**config.mk**
```make
export PLATFORM = sky130hd
export DESIGN_NAME = triangle_tile_binner
export DESIGN_NICKNAME = d
export VERILOG_FILES = /design/src/rtl/ttb_pkg.sv /design/src/rtl/ttb_cdiv.sv /design/src/rtl/ttb_queue.sv /design/src/rtl/ttb_front.sv /design/src/rtl/ttb_back.sv /design/src/rtl/triangle_tile_binner.sv
export SDC_FILE = /design/constraint.sdc
export NUM_CORES = 2
export LEC_CHECK = 0
export BUFFER_PORTS_ARGS = -buffer_cell sky130_fd_sc_hd__buf_2
export CAP_MARGIN = 25
export CORE_MARGIN = 2
export CORE_UTILIZATION = 41
export DETAILED_ROUTE_END_ITERATION = 8
export SYNTH_ARGS = -nofsm -noshare
export SYNTH_HDL_FRONTEND = slang
export SYNTH_SLANG_ARGS = --single-unit
export TNS_END_PERCENT = 30
```
**constraint.sdc**
```tcl
create_clock -name aclk -period 10.39 [get_ports aclk]
set_clock_uncertainty 0.1 [all_clocks]
set_input_delay 1.039 -clock aclk [delete_from_list [all_inputs] [get_ports aclk]]
set_output_delay 1.039 -clock aclk [all_outputs]
set_load 0.005 [all_outputs]
```
**src/rtl/ttb_pkg.sv**
```systemverilog
// ----------------------------------------------------------------------------
// ttb_pkg
// types and fixed widths shared by the triangle tile binner
// ----------------------------------------------------------------------------
`timescale 1ns / 1ps

package ttb_pkg;

    localparam int COORD_W    = 16;
    localparam int TAG_W      = 16;
    localparam int IN_DATA_W  = 112;
    localparam int OUT_DATA_W = 32;
    localparam int WIDTH_W    = 11;
    localparam int HEIGHT_W   = 10;
    localparam int CFG_ADDR_W = 1;
    localparam int CFG_DATA_W = 11;
    localparam int PIX_W      = 11;
    localparam int TILE_CW    = 8;
    localparam int TOTAL_W    = 7;
    localparam int IDX_W      = 6;
    localparam int TOUT_W     = 3;
    localparam int RESULT_CAP = 64;

    localparam logic [CFG_ADDR_W-1:0] CFG_SCREEN_WIDTH  = 1'b0;
    localparam logic [CFG_ADDR_W-1:0] CFG_SCREEN_HEIGHT = 1'b1;

    localparam logic [WIDTH_W-1:0]  SCREEN_WIDTH_RST  = 11'd1024;
    localparam logic [HEIGHT_W-1:0] SCREEN_HEIGHT_RST = 10'd512;

    typedef enum logic [2:0] {
        FS_IDLE,
        FS_GEOM,
        FS_DIV,
        FS_LIM,
        FS_PUSH
    } front_state_t;

    typedef struct packed {
        logic [TAG_W-1:0]   tag;
        logic [TILE_CW-1:0] tx0;
        logic [TILE_CW-1:0] xlim;
        logic [TILE_CW-1:0] ty0;
        logic [TILE_CW-1:0] ylim;
        logic [TILE_CW-1:0] wt;
        logic [IDX_W-1:0]   row_base;
        logic [TOTAL_W-1:0] total;
    } bin_job_t;

endpackage

```
**src/rtl/ttb_cdiv.sv**
```systemverilog
// ----------------------------------------------------------------------------
// ttb_cdiv
// unsigned division by a fixed divisor through a rounded-up reciprocal
// ----------------------------------------------------------------------------
`timescale 1ns / 1ps

module ttb_cdiv #(
    parameter int DIVISOR = 128,
    parameter int N       = 11,
    parameter int QW      = 8
) (
    input  logic [N-1:0]  dividend,
    output logic [QW-1:0] quotient
);

    localparam int C  = $clog2(DIVISOR);
    localparam int S  = N + C;
    localparam int MW = N + 2;
    localparam int PW = N + MW;
    localparam int M  = ((1 << S) + DIVISOR - 1) / DIVISOR;

    logic [PW-1:0] prod;

    assign prod     = PW'(dividend) * PW'(M);
    assign quotient = QW'(prod >> S);

endmodule

```
**src/rtl/ttb_queue.sv**
```systemverilog
// ----------------------------------------------------------------------------
// ttb_queue
// short first-in first-out queue between the front and back parts
// ----------------------------------------------------------------------------
`timescale 1ns / 1ps

module ttb_queue #(
    parameter int WIDTH = 64,
    parameter int DEPTH = 2
) (
    input  logic             aclk,
    input  logic             aresetn,
    input  logic             push_valid,
    output logic             push_ready,
    input  logic [WIDTH-1:0] push_data,
    output logic             pop_valid,
    input  logic             pop_ready,
    output logic [WIDTH-1:0] pop_data
);

    localparam int PTR_W = (DEPTH > 1) ? $clog2(DEPTH) : 1;
    localparam int CNT_W = $clog2(DEPTH + 1);

    logic [WIDTH-1:0] entry_reg [DEPTH];
    logic [PTR_W-1:0] wr_ptr_reg, wr_ptr_next;
    logic [PTR_W-1:0] rd_ptr_reg, rd_ptr_next;
    logic [CNT_W-1:0] count_reg, count_next;
    logic             do_push, do_pop;

    assign push_ready = (count_reg != CNT_W'(DEPTH));
    assign pop_valid  = (count_reg != '0);
    assign pop_data   = entry_reg[rd_ptr_reg];
    assign do_push    = push_valid && push_ready;
    assign do_pop     = pop_valid && pop_ready;

    always_comb begin
        wr_ptr_next = wr_ptr_reg;
        rd_ptr_next = rd_ptr_reg;
        count_next  = count_reg;
        if (do_push) begin
            wr_ptr_next = (wr_ptr_reg == PTR_W'(DEPTH - 1)) ? '0 : wr_ptr_reg + 1'b1;
        end
        if (do_pop) begin
            rd_ptr_next = (rd_ptr_reg == PTR_W'(DEPTH - 1)) ? '0 : rd_ptr_reg + 1'b1;
        end
        if (do_push && !do_pop) begin
            count_next = count_reg + 1'b1;
        end else if (!do_push && do_pop) begin
            count_next = count_reg - 1'b1;
        end
    end

    always_ff @(posedge aclk) begin
        if (!aresetn) begin
            wr_ptr_reg <= '0;
            rd_ptr_reg <= '0;
            count_reg  <= '0;
        end else begin
            wr_ptr_reg <= wr_ptr_next;
            rd_ptr_reg <= rd_ptr_next;
            count_reg  <= count_next;
        end
    end

    always_ff @(posedge aclk) begin
        if (do_push) begin
            entry_reg[wr_ptr_reg] <= push_data;
        end
    end

endmodule

```
**src/rtl/ttb_front.sv**
```systemverilog
// ----------------------------------------------------------------------------
// ttb_front
// takes a triangle, works out its tile range and drops it if back-facing or empty
// ----------------------------------------------------------------------------
`timescale 1ns / 1ps

module ttb_front #(
    parameter int MAX_WIDTH   = 1024,
    parameter int MAX_HEIGHT  = 512,
    parameter int TILE_WIDTH  = 128,
    parameter int TILE_HEIGHT = 64
) (
    input  logic                           aclk,
    input  logic                           aresetn,
    input  logic                           s_tvalid,
    output logic                           s_tready,
    input  logic [ttb_pkg::IN_DATA_W-1:0]  s_tdata,
    input  logic [ttb_pkg::WIDTH_W-1:0]    screen_width,
    input  logic [ttb_pkg::HEIGHT_W-1:0]   screen_height,
    output logic                           job_valid,
    input  logic                           job_ready,
    output ttb_pkg::bin_job_t              job
);

    import ttb_pkg::*;

    localparam int PROD_W = 2 * COORD_W + 2;
    localparam int MAG_W  = COORD_W + 1;

    front_state_t state_reg, state_next;
    logic         capture;

    // vertex and tag capture
    logic signed [COORD_W-1:0] ax_reg, ay_reg, bx_reg, by_reg, cx_reg, cy_reg;
    logic [TAG_W-1:0]          tag_reg;

    // geometry stage
    logic signed [COORD_W:0]   d31x, d31y, d21x, d21y;
    logic signed [PROD_W-1:0]  prod1_reg, prod2_reg;
    logic signed [COORD_W-1:0] minx, miny, maxx, maxy;
    logic [WIDTH_W-1:0]        wc_next, wc_reg;
    logic [HEIGHT_W-1:0]       hc_next, hc_reg;
    logic [COORD_W-2:0]        wlim, hlim, maxx_cl, maxy_cl;
    logic [MAG_W-1:0]          xmag, ymag;
    logic [PIX_W-1:0]          px0_next, py0_next, px1_next, py1_next;
    logic [PIX_W-1:0]          px0_reg, py0_reg, px1_reg, py1_reg;
    logic                      xoff_next, yoff_next, xoff_reg, yoff_reg;

    // division stage
    logic [TILE_CW-1:0] tx0_q, ty0_q, xl_q, yl_q, wt_q, ht_q;
    logic [TILE_CW-1:0] tx0_reg, ty0_reg, xl_reg, yl_reg, wt_reg, ht_reg;
    logic               xoff2_reg, yoff2_reg, cull_reg;

    // limit stage
    logic [TILE_CW-1:0]   xlim, ylim, cols, rows;
    logic [2*TILE_CW-1:0] area, base_prod;
    logic                 empty;
    bin_job_t             job_next, job_reg;
    logic                 drop_next, drop_reg;

    function automatic logic signed [COORD_W-1:0] min3(
        input logic signed [COORD_W-1:0] a,
        input logic signed [COORD_W-1:0] b,
        input logic signed [COORD_W-1:0] c
    );
        logic signed [COORD_W-1:0] m;
        m = (a < b) ? a : b;
        return (m < c) ? m : c;
    endfunction

    function automatic logic signed [COORD_W-1:0] max3(
        input logic signed [COORD_W-1:0] a,
        input logic signed [COORD_W-1:0] b,
        input logic signed [COORD_W-1:0] c
    );
        logic signed [COORD_W-1:0] m;
        m = (a > b) ? a : b;
        return (m > c) ? m : c;
    endfunction

    // control
    always_ff @(posedge aclk) begin
        if (!aresetn) begin
            state_reg <= FS_IDLE;
        end else begin
            state_reg <= state_next;
        end
    end

    always_comb begin
        state_next = state_reg;
        s_tready   = 1'b0;
        job_valid  = 1'b0;
        case (state_reg)
            FS_IDLE: begin
                s_tready = 1'b1;
                if (s_tvalid) begin
                    state_next = FS_GEOM;
                end
            end
            FS_GEOM: state_next = FS_DIV;
            FS_DIV:  state_next = FS_LIM;
            FS_LIM:  state_next = FS_PUSH;
            FS_PUSH: begin
                job_valid = !drop_reg;
                if (drop_reg || job_ready) begin
                    s_tready   = 1'b1;
                    state_next = s_tvalid ? FS_GEOM : FS_IDLE;
                end
            end
            default: state_next = FS_IDLE;
        endcase
    end

    assign capture = s_tvalid && s_tready;
    assign job     = job_reg;

    always_ff @(posedge aclk) begin
        if (capture) begin
            ax_reg  <= s_tdata[0*COORD_W +: COORD_W];
            ay_reg  <= s_tdata[1*COORD_W +: COORD_W];
            bx_reg  <= s_tdata[2*COORD_W +: COORD_W];
            by_reg  <= s_tdata[3*COORD_W +: COORD_W];
            cx_reg  <= s_tdata[4*COORD_W +: COORD_W];
            cy_reg  <= s_tdata[5*COORD_W +: COORD_W];
            tag_reg <= s_tdata[6*COORD_W +: TAG_W];
        end
    end

    // signed area terms, bounding box, clamping
    always_comb begin
        d31x = (COORD_W+1)'(cx_reg) - (COORD_W+1)'(ax_reg);
        d31y = (COORD_W+1)'(cy_reg) - (COORD_W+1)'(ay_reg);
        d21x = (COORD_W+1)'(bx_reg) - (COORD_W+1)'(ax_reg);
        d21y = (COORD_W+1)'(by_reg) - (COORD_W+1)'(ay_reg);

        minx = min3(ax_reg, bx_reg, cx_reg);
        miny = min3(ay_reg, by_reg, cy_reg);
        maxx = max3(ax_reg, bx_reg, cx_reg);
        maxy = max3(ay_reg, by_reg, cy_reg);

        if (screen_width == '0) begin
            wc_next = WIDTH_W'(1);
        end else if (screen_width > WIDTH_W'(MAX_WIDTH)) begin
            wc_next = WIDTH_W'(MAX_WIDTH);
        end else begin
            wc_next = screen_width;
        end
        if (screen_height == '0) begin
            hc_next = HEIGHT_W'(1);
        end else if (screen_height > HEIGHT_W'(MAX_HEIGHT)) begin
            hc_next = HEIGHT_W'(MAX_HEIGHT);
        end else begin
            hc_next = screen_height;
        end

        wlim    = {(COORD_W-1-WIDTH_W)'(0), wc_next} << 4;
        hlim    = {(COORD_W-1-HEIGHT_W)'(0), hc_next} << 4;
        maxx_cl = (maxx[COORD_W-2:0] > wlim) ? wlim : maxx[COORD_W-2:0];
        maxy_cl = (maxy[COORD_W-2:0] > hlim) ? hlim : maxy[COORD_W-2:0];

        px0_next = minx[COORD_W-1] ? '0 : minx[COORD_W-2:4];
        py0_next = miny[COORD_W-1] ? '0 : miny[COORD_W-2:4];
        px1_next = maxx[COORD_W-1] ? '0 : maxx_cl[COORD_W-2:4];
        py1_next = maxy[COORD_W-1] ? '0 : maxy_cl[COORD_W-2:4];

        // negative maximum: off screen only once a whole tile lies below zero
        xmag      = MAG_W'(0) - MAG_W'(maxx);
        ymag      = MAG_W'(0) - MAG_W'(maxy);
        xoff_next = maxx[COORD_W-1] && (xmag[MAG_W-1:4] >= (MAG_W-4)'(TILE_WIDTH));
        yoff_next = maxy[COORD_W-1] && (ymag[MAG_W-1:4] >= (MAG_W-4)'(TILE_HEIGHT));
    end

    always_ff @(posedge aclk) begin
        if (state_reg == FS_GEOM) begin
            prod1_reg <= PROD_W'(d31x * d21y);
            prod2_reg <= PROD_W'(d31y * d21x);
            wc_reg    <= wc_next;
            hc_reg    <= hc_next;
            px0_reg   <= px0_next;
            py0_reg   <= py0_next;
            px1_reg   <= px1_next;
            py1_reg   <= py1_next;
            xoff_reg  <= xoff_next;
            yoff_reg  <= yoff_next;
        end
    end

    // tile division
    ttb_cdiv #(.DIVISOR(TILE_WIDTH), .N(PIX_W), .QW(TILE_CW)) u_div_tx0 (
        .dividend (px0_reg),
        .quotient (tx0_q)
    );

    ttb_cdiv #(.DIVISOR(TILE_HEIGHT), .N(PIX_W), .QW(TILE_CW)) u_div_ty0 (
        .dividend (py0_reg),
        .quotient (ty0_q)
    );

    ttb_cdiv #(.DIVISOR(TILE_WIDTH), .N(PIX_W), .QW(TILE_CW)) u_div_xl (
        .dividend (px1_reg),
        .quotient (xl_q)
    );

    ttb_cdiv #(.DIVISOR(TILE_HEIGHT), .N(PIX_W), .QW(TILE_CW)) u_div_yl (
        .dividend (py1_reg),
        .quotient (yl_q)
    );

    ttb_cdiv #(.DIVISOR(TILE_WIDTH), .N(PIX_W), .QW(TILE_CW)) u_div_wt (
        .dividend (PIX_W'(wc_reg) + PIX_W'(TILE_WIDTH - 1)),
        .quotient (wt_q)
    );

    ttb_cdiv #(.DIVISOR(TILE_HEIGHT), .N(PIX_W), .QW(TILE_CW)) u_div_ht (
        .dividend (PIX_W'(hc_reg) + PIX_W'(TILE_HEIGHT - 1)),
        .quotient (ht_q)
    );

    always_ff @(posedge aclk) begin
        if (state_reg == FS_DIV) begin
            tx0_reg   <= tx0_q;
            ty0_reg   <= ty0_q;
            xl_reg    <= xl_q;
            yl_reg    <= yl_q;
            wt_reg    <= wt_q;
            ht_reg    <= ht_q;
            xoff2_reg <= xoff_reg;
            yoff2_reg <= yoff_reg;
            cull_reg  <= (prod1_reg < prod2_reg);
        end
    end

    // tile limits, count and index of the first tile
    always_comb begin
        xlim      = (xl_reg > wt_reg - 1'b1) ? wt_reg - 1'b1 : xl_reg;
        ylim      = (yl_reg > ht_reg - 1'b1) ? ht_reg - 1'b1 : yl_reg;
        empty     = xoff2_reg || yoff2_reg || (tx0_reg > xlim) || (ty0_reg > ylim);
        cols      = xlim - tx0_reg + 1'b1;
        rows      = ylim - ty0_reg + 1'b1;
        area      = (2*TILE_CW)'(cols) * (2*TILE_CW)'(rows);
        base_prod = (2*TILE_CW)'(ty0_reg) * (2*TILE_CW)'(wt_reg)
                  + (2*TILE_CW)'(tx0_reg);

        job_next.tag      = tag_reg;
        job_next.tx0      = tx0_reg;
        job_next.xlim     = xlim;
        job_next.ty0      = ty0_reg;
        job_next.ylim     = ylim;
        job_next.wt       = wt_reg;
        job_next.row_base = base_prod[IDX_W-1:0];
        job_next.total    = (area > (2*TILE_CW)'(RESULT_CAP)) ? TOTAL_W'(RESULT_CAP)
                                                              : area[TOTAL_W-1:0];
        drop_next         = cull_reg || empty;
    end

    always_ff @(posedge aclk) begin
        if (state_reg == FS_LIM) begin
            job_reg  <= job_next;
            drop_reg <= drop_next;
        end
    end

endmodule

```
**src/rtl/ttb_back.sv**
```systemverilog
// ----------------------------------------------------------------------------
// ttb_back
// walks the tile range of one request in row-major order, one tile a beat
// ----------------------------------------------------------------------------
`timescale 1ns / 1ps

module ttb_back (
    input  logic                           aclk,
    input  logic                           aresetn,
    input  logic                           job_valid,
    output logic                           job_ready,
    input  ttb_pkg::bin_job_t              job,
    output logic                           m_tvalid,
    input  logic                           m_tready,
    output logic [ttb_pkg::OUT_DATA_W-1:0] m_tdata,
    output logic                           m_tlast
);

    import ttb_pkg::*;

    bin_job_t           job_reg;
    logic [TILE_CW-1:0] tx_reg, ty_reg;
    logic [TOTAL_W-1:0] n_reg;
    logic [IDX_W-1:0]   idx_reg, row_idx_reg, row_next_idx;
    logic               valid_reg;
    logic               last_w, load, step;

    assign last_w       = (n_reg == job_reg.total - 1'b1);
    assign job_ready    = !valid_reg || (m_tready && last_w);
    assign load         = job_valid && job_ready;
    assign step         = valid_reg && m_tready && !last_w;
    assign row_next_idx = row_idx_reg + job_reg.wt[IDX_W-1:0];

    always_ff @(posedge aclk) begin
        if (!aresetn) begin
            valid_reg <= 1'b0;
        end else if (load) begin
            valid_reg <= 1'b1;
        end else if (valid_reg && m_tready && last_w) begin
            valid_reg <= 1'b0;
        end
    end

    always_ff @(posedge aclk) begin
        if (load) begin
            job_reg     <= job;
            tx_reg      <= job.tx0;
            ty_reg      <= job.ty0;
            n_reg       <= '0;
            idx_reg     <= job.row_base;
            row_idx_reg <= job.row_base;
        end else if (step) begin
            n_reg <= n_reg + 1'b1;
            if (tx_reg == job_reg.xlim) begin
                tx_reg      <= job_reg.tx0;
                ty_reg      <= ty_reg + 1'b1;
                row_idx_reg <= row_next_idx;
                idx_reg     <= row_next_idx;
            end else begin
                tx_reg  <= tx_reg + 1'b1;
                idx_reg <= idx_reg + 1'b1;
            end
        end
    end

    assign m_tvalid = valid_reg;
    assign m_tlast  = last_w;
    assign m_tdata  = {(OUT_DATA_W-IDX_W-2*TOUT_W-TAG_W)'(0), job_reg.tag,
                       ty_reg[TOUT_W-1:0], tx_reg[TOUT_W-1:0], idx_reg};

endmodule

```
**src/rtl/triangle_tile_binner.sv**
```systemverilog
// triangle tile binner: a request goes through the front stages, queue and back
// the front takes a new triangle once the last is pushed to the queue or dropped
// the back emits one tile per cycle while m_tready is high
// queue of two requests lets front and back stall independently
// synchronous active-low reset: sizes return to 1024 x 512, queue and output empty
// ----------------------------------------------------------------------------
// triangle_tile_binner
// bins screen-space triangles into the tiles their bounding box covers
// ----------------------------------------------------------------------------
`timescale 1ns / 1ps

module triangle_tile_binner #(
    parameter int MAX_WIDTH   = 1024,
    parameter int MAX_HEIGHT  = 512,
    parameter int TILE_WIDTH  = 128,
    parameter int TILE_HEIGHT = 64
) (
    input  logic                            aclk,
    input  logic                            aresetn,
    // v0_x, v0_y, v1_x, v1_y, v2_x, v2_y, face_tag
    input  logic [ttb_pkg::IN_DATA_W-1:0]   s_tdata,
    input  logic                            s_tvalid,
    output logic                            s_tready,
    // tile_index, tile_col, tile_row, tag_out, zero pad
    output logic [ttb_pkg::OUT_DATA_W-1:0]  m_tdata,
    output logic                            m_tvalid,
    input  logic                            m_tready,
    output logic                            m_tlast,
    input  logic                            cfg_wr_en,
    input  logic [ttb_pkg::CFG_ADDR_W-1:0]  cfg_addr,
    input  logic [ttb_pkg::CFG_DATA_W-1:0]  cfg_wdata
);

    import ttb_pkg::*;

    logic [WIDTH_W-1:0]  screen_width_reg;
    logic [HEIGHT_W-1:0] screen_height_reg;
    bin_job_t            push_job, pop_job;
    logic                push_valid, push_ready, pop_valid, pop_ready;

    always_ff @(posedge aclk) begin
        if (!aresetn) begin
            screen_width_reg  <= SCREEN_WIDTH_RST;
            screen_height_reg <= SCREEN_HEIGHT_RST;
        end else if (cfg_wr_en) begin
            case (cfg_addr)
                CFG_SCREEN_WIDTH:  screen_width_reg  <= cfg_wdata[WIDTH_W-1:0];
                CFG_SCREEN_HEIGHT: screen_height_reg <= cfg_wdata[HEIGHT_W-1:0];
                default: ;
            endcase
        end
    end

    ttb_front #(
        .MAX_WIDTH   (MAX_WIDTH),
        .MAX_HEIGHT  (MAX_HEIGHT),
        .TILE_WIDTH  (TILE_WIDTH),
        .TILE_HEIGHT (TILE_HEIGHT)
    ) u_front (
        .aclk          (aclk),
        .aresetn       (aresetn),
        .s_tvalid      (s_tvalid),
        .s_tready      (s_tready),
        .s_tdata       (s_tdata),
        .screen_width  (screen_width_reg),
        .screen_height (screen_height_reg),
        .job_valid     (push_valid),
        .job_ready     (push_ready),
        .job           (push_job)
    );

    ttb_queue #(
        .WIDTH ($bits(bin_job_t)),
        .DEPTH (2)
    ) u_queue (
        .aclk       (aclk),
        .aresetn    (aresetn),
        .push_valid (push_valid),
        .push_ready (push_ready),
        .push_data  (push_job),
        .pop_valid  (pop_valid),
        .pop_ready  (pop_ready),
        .pop_data   (pop_job)
    );

    ttb_back u_back (
        .aclk      (aclk),
        .aresetn   (aresetn),
        .job_valid (pop_valid),
        .job_ready (pop_ready),
        .job       (pop_job),
        .m_tvalid  (m_tvalid),
        .m_tready  (m_tready),
        .m_tdata   (m_tdata),
        .m_tlast   (m_tlast)
    );

endmodule

```
# After elaboration in Yosys (flattened, before gate mapping)

Memory sizes are Yosys's and may differ from the RTL's. A register that Yosys moved wholly into a read port is not among the register bits.
Cells that the tools add are included.

Eq/ne operators: 9
Reduce and logical (&&, ||, !) cells: 35
Add/subtract/negate cells: 25
Bitwise gates (word level): 1
Muxes and demuxes: 45
Multiply operators: 4
Order comparisons: 20

Operator list:

| kind                    | number |
|---|---|
| $mux W16                | 8 |
| $mul A17 B17 Y34        | 2 |
| $sub A16 B16 Y17        | 4 |
| $gt A16 B16 Y1          | 4 |
| $lt A16 B16 Y1          | 4 |
| $mux W8                 | 8 |
| $mux W6                 | 6 |
| $lt A34 B34 Y1          | 1 |
| $sub A1 B16 Y17 const A | 2 |
| $add A8 B1 Y8 const B   | 4 |
| $mux W11                | 2 |
| $mux W10                | 2 |
| $gt A16 B7 Y1 const B   | 1 |
| $gt A4 B8 Y1            | 2 |
| $gt A5 B8 Y1            | 2 |
| $mul A8 B8 Y16          | 1 |
| $gt A15 B14 Y1          | 1 |
| $gt A15 B15 Y1          | 1 |
| $mux W15                | 1 |
| $pmux W3 S5             | 1 |
| $mux W14                | 1 |
| $ge A13 B7 Y1 const B   | 1 |
| $ge A13 B8 Y1 const B   | 1 |
| $add A10 B6 Y11 const B | 1 |
| other kinds (37)        | 78 |

Register bits: 445
Memories kept: 1
Word-level logic and storage cells: 193
Input port bits: 129
Memory bits (writable): 116

Memories:

| name              | depth | width | rd ports | clocked after memory_dff | wr ports | RTL line        | source |
|---|---|---|---|---|---|---|---|
| u_queue.entry_reg | 2     | 58    | 1        | 1                        | 1        | ttb_queue.sv:24 | `logic [WIDTH-1:0] entry_reg [DEPTH];` |

# Logic depth before layout (Yosys ltp)

Depth after elaboration: 8
Depth in mapped cells: 38

# By module

A second synthesis with hierarchy kept.

Cell total of the unflattened synthesis: 5,172
Area, all modules: 55,868.6 sq um

By module, submodules not included:

| module               | area each (sq um) | sequential area each (sq um) | cells an instance | instances |
|---|---|---|---|---|
| ttb_front            | 45,552.4          | 11,110.7                     | 4,490             | 1 |
| ttb_queue            | 5,260.0           | 4,244.1                      | 239               | 1 |
| ttb_back             | 3,854.9           | 2,202.1                      | 307               | 1 |
| triangle_tile_binner | 818.3             | 420.4                        | 82                | 1 |
| ttb_cdiv             | 63.8              | 0.0                          | 9                 | 6 |

# Least setup slack after synthesis

Ideal clock, no wire load.

Kind: flip-flop to flip-flop
Start point: register u_front.state_reg[0]
End point: register u_front.hc_reg[0] (enable)
Buffers on the path: 0
Arrival time: 8,355 ps
Slack: 1,202 ps
Stages on the path, launching flop included: 2
Clock period less this slack: 9,188 ps
Setup time: 733 ps
Required time: 9,557 ps
Path through: dfxtp_1 > nor3b_1

Word-level cells in the longest chain between the ends: 1

RTL lines:

| what                   | RTL line         | source |
|---|---|---|
| from (decl)            | ttb_front.sv:30  | `front_state_t state_reg, state_next;` |
| from (signal assigned) | ttb_front.sv:86  | `state_reg <= state_next;` |
| $eq A3 B1 Y1           | ttb_front.sv:175 | `if (state_reg == FS_GEOM) begin` |
| to (signal assigned)   | ttb_front.sv:179 | `hc_reg <= hc_next;` |
| to (decl)              | ttb_front.sv:42  | `logic [HEIGHT_W-1:0] hc_next, hc_reg;` |

No other way between the ends.
A chain may end at the register's enable or synchronous reset.

# Final worst setup path

Start point: register u_front.bx_reg[0]
End point: register u_front.prod2_reg[33], data pin

Word-level cells in the longest chain between the ends: 2

RTL lines:

| what                   | RTL line         | source |
|---|---|---|
| from (decl)            | ttb_front.sv:34  | `logic signed [COORD_W-1:0] ax_reg, ay_reg, bx_reg, by_reg, cx_reg, cy_reg;` |
| from (signal assigned) | ttb_front.sv:122 | `bx_reg <= s_tdata[2*COORD_W +: COORD_W];` |
| $sub A16 B16 Y17       | ttb_front.sv:134 | `d21x = (COORD_W+1)'(bx_reg) - (COORD_W+1)'(ax_reg);` |
| $mul A17 B17 Y34       | ttb_front.sv:177 | `prod2_reg <= PROD_W'(d31y * d21x);` |
| to (signal assigned)   | ttb_front.sv:177 |  |
| to (decl)              | ttb_front.sv:39  | `logic signed [PROD_W-1:0] prod1_reg, prod2_reg;` |

No other way between the ends.

==> metrics.md <==
| Metric | Value |
|---|---|
| Run status | `completed` |
| Cell types occupying the most area after synthesis | `edfxtp_1 27%, fa_1 26%, ha_1 11%, inv_1 6.3%, nand2_1 4.0%` |
| Top_reg_cell synth | `edfxtp_1` |
| Synth cell types | `between 80 and 90` |
| Worst slew slack as a fraction of its limit | `about 29%` |
| Total via count in the routed design | `approximately 34k` |
| Number of enable flip-flop cells after synthesis | `about 450` |
| Placer's final routability congestion estimate | `about 0.95` |
| Average size of a mapped cell | `approximately 10 µm²` |
| Mux share of post-synthesis cell area | `slightly below 3%` |
| Unrepaired setup endpoints after global routing | `false` |
| Flip-flop count of the largest register, all copies and words added | `90` |
| Vias in the first global route | `~35k` |
| Tightest Pin Transition | `~1100 ps` |
| Final antenna-violating net count | `0` |
| DRT iter0 DRCs | `about 2.2k` |
| Critical Path AT | `a little under 10,000 ps` |
| DRC violations left | `0` |
| Post-cts gate resize count | `0` |
| Number of buffers added by the clock tree synthesis step | `52` |
| Cells after Synth | `between 4k and 5k` |
| Crit path launch type | `flip-flop` |
| Initial Utilization | `41.5%` |
| Maximum operating frequency | `~100 MHz` |
| Full die area | `about 120,000 µm²` |
| Yosys warning count | `0` |
| Largest area contributor in the netlist | `edfxtp_1` |
| Time the worst path needs with I/O delays and setup | `9570 ps` |
| CTS clk-pin slew, worst paths | `around 60 ps` |
| Commonest cells after routing, fill and taps aside | `821 x inv_1, 644 x fa_1, 519 x nand2_1` |
| DR WL/cell | `just under 20 µm` |
| Die outline width | `roughly 350 µm` |
| Total Routed Length | `about 130,000 µm` |
| Area of the placeable core | `between 100,000 and 150,000 µm²` |
| Total count of hold-check failures in the final report | `0` |
| Share of the synthesized area in the top cell type | `27.3%` |
| Main combinational cell family by area after synthesis | `adder cells` |
| Die outline height | `approximately 350 µm` |
| Simple-Gate Fraction of Synth Area | `between 10 and 15%` |
| Fraction of registers with async set/reset | `0%` |
| GRT Resource Usage Total | `21.6%` |
| Slew Viols, Final | `0` |
| Share of the synthesized area in compound gates (AO/OA/AOI/OAI) | `roughly 7%` |
| Critical Setup Path Class | `reg2reg` |
| Number of register bits inferred by synthesis | `just under 500` |
| Number of violations of the max-capacitance limit | `0` |
| Proportion of layout cells with a drive suffix above 1 | `approximately a tenth` |
| Relative area change from synthesis to final layout | `9.64%` |
| Critical path's slowest cell | `a2111oi_0` |
| Number of inserted filler cells in the final layout | `approximately 11k` |
| Via/cell ratio | `just over 5` |
| Number of top-level pins | `between 150 and 200` |
| Arithmetic-cell share of the synthesized area counting full adders, half adders and majority gates | `about 38%` |
| Largest driver fanout on the critical path | `18` |
| Worst hold path type | `reg2reg` |
| Xor and xnor fraction of the mapped netlist area | `3.92%` |
| Sum of net half-perimeters after detailed placement | `about 110,000 µm` |
| DRT Pass-1 Iters | `6` |
| Worst EP required | `between 10,000 and 15,000 ps` |
| Root buffer selected by CTS | `clkbuf_16` |
| Number of setup buffers added after CTS | `0` |
| Level count of the clock H-tree | `2` |
| Setup violations, final | `0` |
| Sink count of the clock tree | `483` |
| Final worst-path cycle share | `approximately 90%` |
| Number of hold-repair buffers added at the cts stage | `0` |
| Library cell appearing most often on the critical path | `fa_1` |
| CTS tree | `built` |
| Type of destination of the critical path | `flip-flop` |
| Placement row count | `126` |
| Number of antenna violations at the first check in global routing | `8` |
| Largest net degree at the start of global routing | `65` |
| Port Buffer Count | `around 160` |
| Clock latency of the later-clocked register in the worst-skew pair | `~650 ps` |
| Crit path largest cell delay | `about 620 ps` |
| Share of the yosys chip area belonging to registers | `approximately 29%` |
| Number of nets in the final layout | `~6.1k` |
| Summed negative setup slack over all endpoints | `0 ps` |
| Most common cell after layout, fill and taps aside | `inv_1` |
| First-pass GRT wire length | `a little over 200,000 µm` |
| GRT overflow | `0` |
| Synth Cell Area | `49,100 µm²` |
| Maximum count of clock buffers along a single path | `3` |
## per-layer routing
metal / global-route usage [%] / wire [µm] / up-vias
met4: 6.03 / 3840 / 8
met2: 36.4 / 61500 / 967
met1: 28.3 / 54500 / 16900
li1: - / - / 15600
met5: 0 / 54 / -
met3: 4.26 / 8940 / 216
## cell usage after synthesis (8+ instances only)
cell / count
inv_1: 822
fa_1: 644
nand2_1: 519
edfxtp_1: 446
ha_1: 444
nor2_1: 297
a21oi_1: 152
xnor2_1: 147
o21ai_0: 124
and2_1: 113
mux2_2: 100
clkbuf_1: 87
nor2b_1: 82
xor2_1: 73
a21o_1: 64
nand3_1: 60
nand2b_1: 48
dfxtp_1: 37
nor3_1: 36
mux2i_1: 31
nand4_1: 29
o21a_1: 27
buf_4: 24
a21boi_0: 23
a31oi_1: 19
o21bai_1: 18
and3_1: 16
nor4_1: 15
o211ai_1: 15
or2_2: 15
o31ai_1: 13
and4_1: 12
a211o_1: 10
or3_1: 10
a2111oi_0: 9
nor3b_1: 9
a211oi_1: 8
## path summary, 6_finish.rpt
path	from	endpoint	slack, ps	depth (start not counted)
setup / recovery	u_front.bx_reg[0]	u_front.prod2_reg[33]	820	31
hold / removal	u_front.tag_reg[11]	u_front.job[64]	310	0
setup reg to reg	u_front.bx_reg[0]	u_front.prod2_reg[33]	820	31
hold reg to reg	u_front.tag_reg[11]	u_front.job[64]	310	0
## final cells by class
cell class / count / area [µm²] / area share, %
antenna: 1 / 2.50 / 0.00465
clock buffer: 63 / 1410 / 2.61
clock inverter: 34 / 364 / 0.676
inverter: 823 / 3090 / 5.74
multi-input combinational: 3273 / 31400 / 58.3
sequential: 483 / 14100 / 26.2
tap: 1600 / 2000 / 3.72
timing repair buffer: 250 / 1480 / 2.75
## kinds of logic after synthesis
kind of cell	count (synthesis)
AOI/OAI and AO/OA	542
xor gates and xnor gates	220
adders and majority gates	1088
buffers and inverters	946
DFF	483
muxes	132
other	2
and+or+nand+nor	1283
## stage by stage
step | utilization [%] | instances | hold WS, ps | instance area [µm²] | worst slack, ps
detailed placement | 44.0 | 6425 | 305 | 52100 | 647
global route | 45.5 | 6526 | 314 | 53900 | 159
floorplan | - | 4702 | 300 | 49200 | 1200
CTS | 45.5 | 6522 | 315 | 53800 | 588
finish | 45.5 | 6527 | 314 | 53900 | 818
global placement | 44.0 | 6422 | 301 | 52000 | 829
## worst max-delay path: cells and delay by family (launching register included)
family,cells,cell delay [ps]
compound gates,10,3140
fa+ha+maj,9,4140
simple gates,7,890
buf+inv,4,500
xor+xnor,1,110
flops,1,420
Power is left out: the tool's default activity adds up to more than one toggle a clock period on the data nets, which glitch-free logic cannot reach.
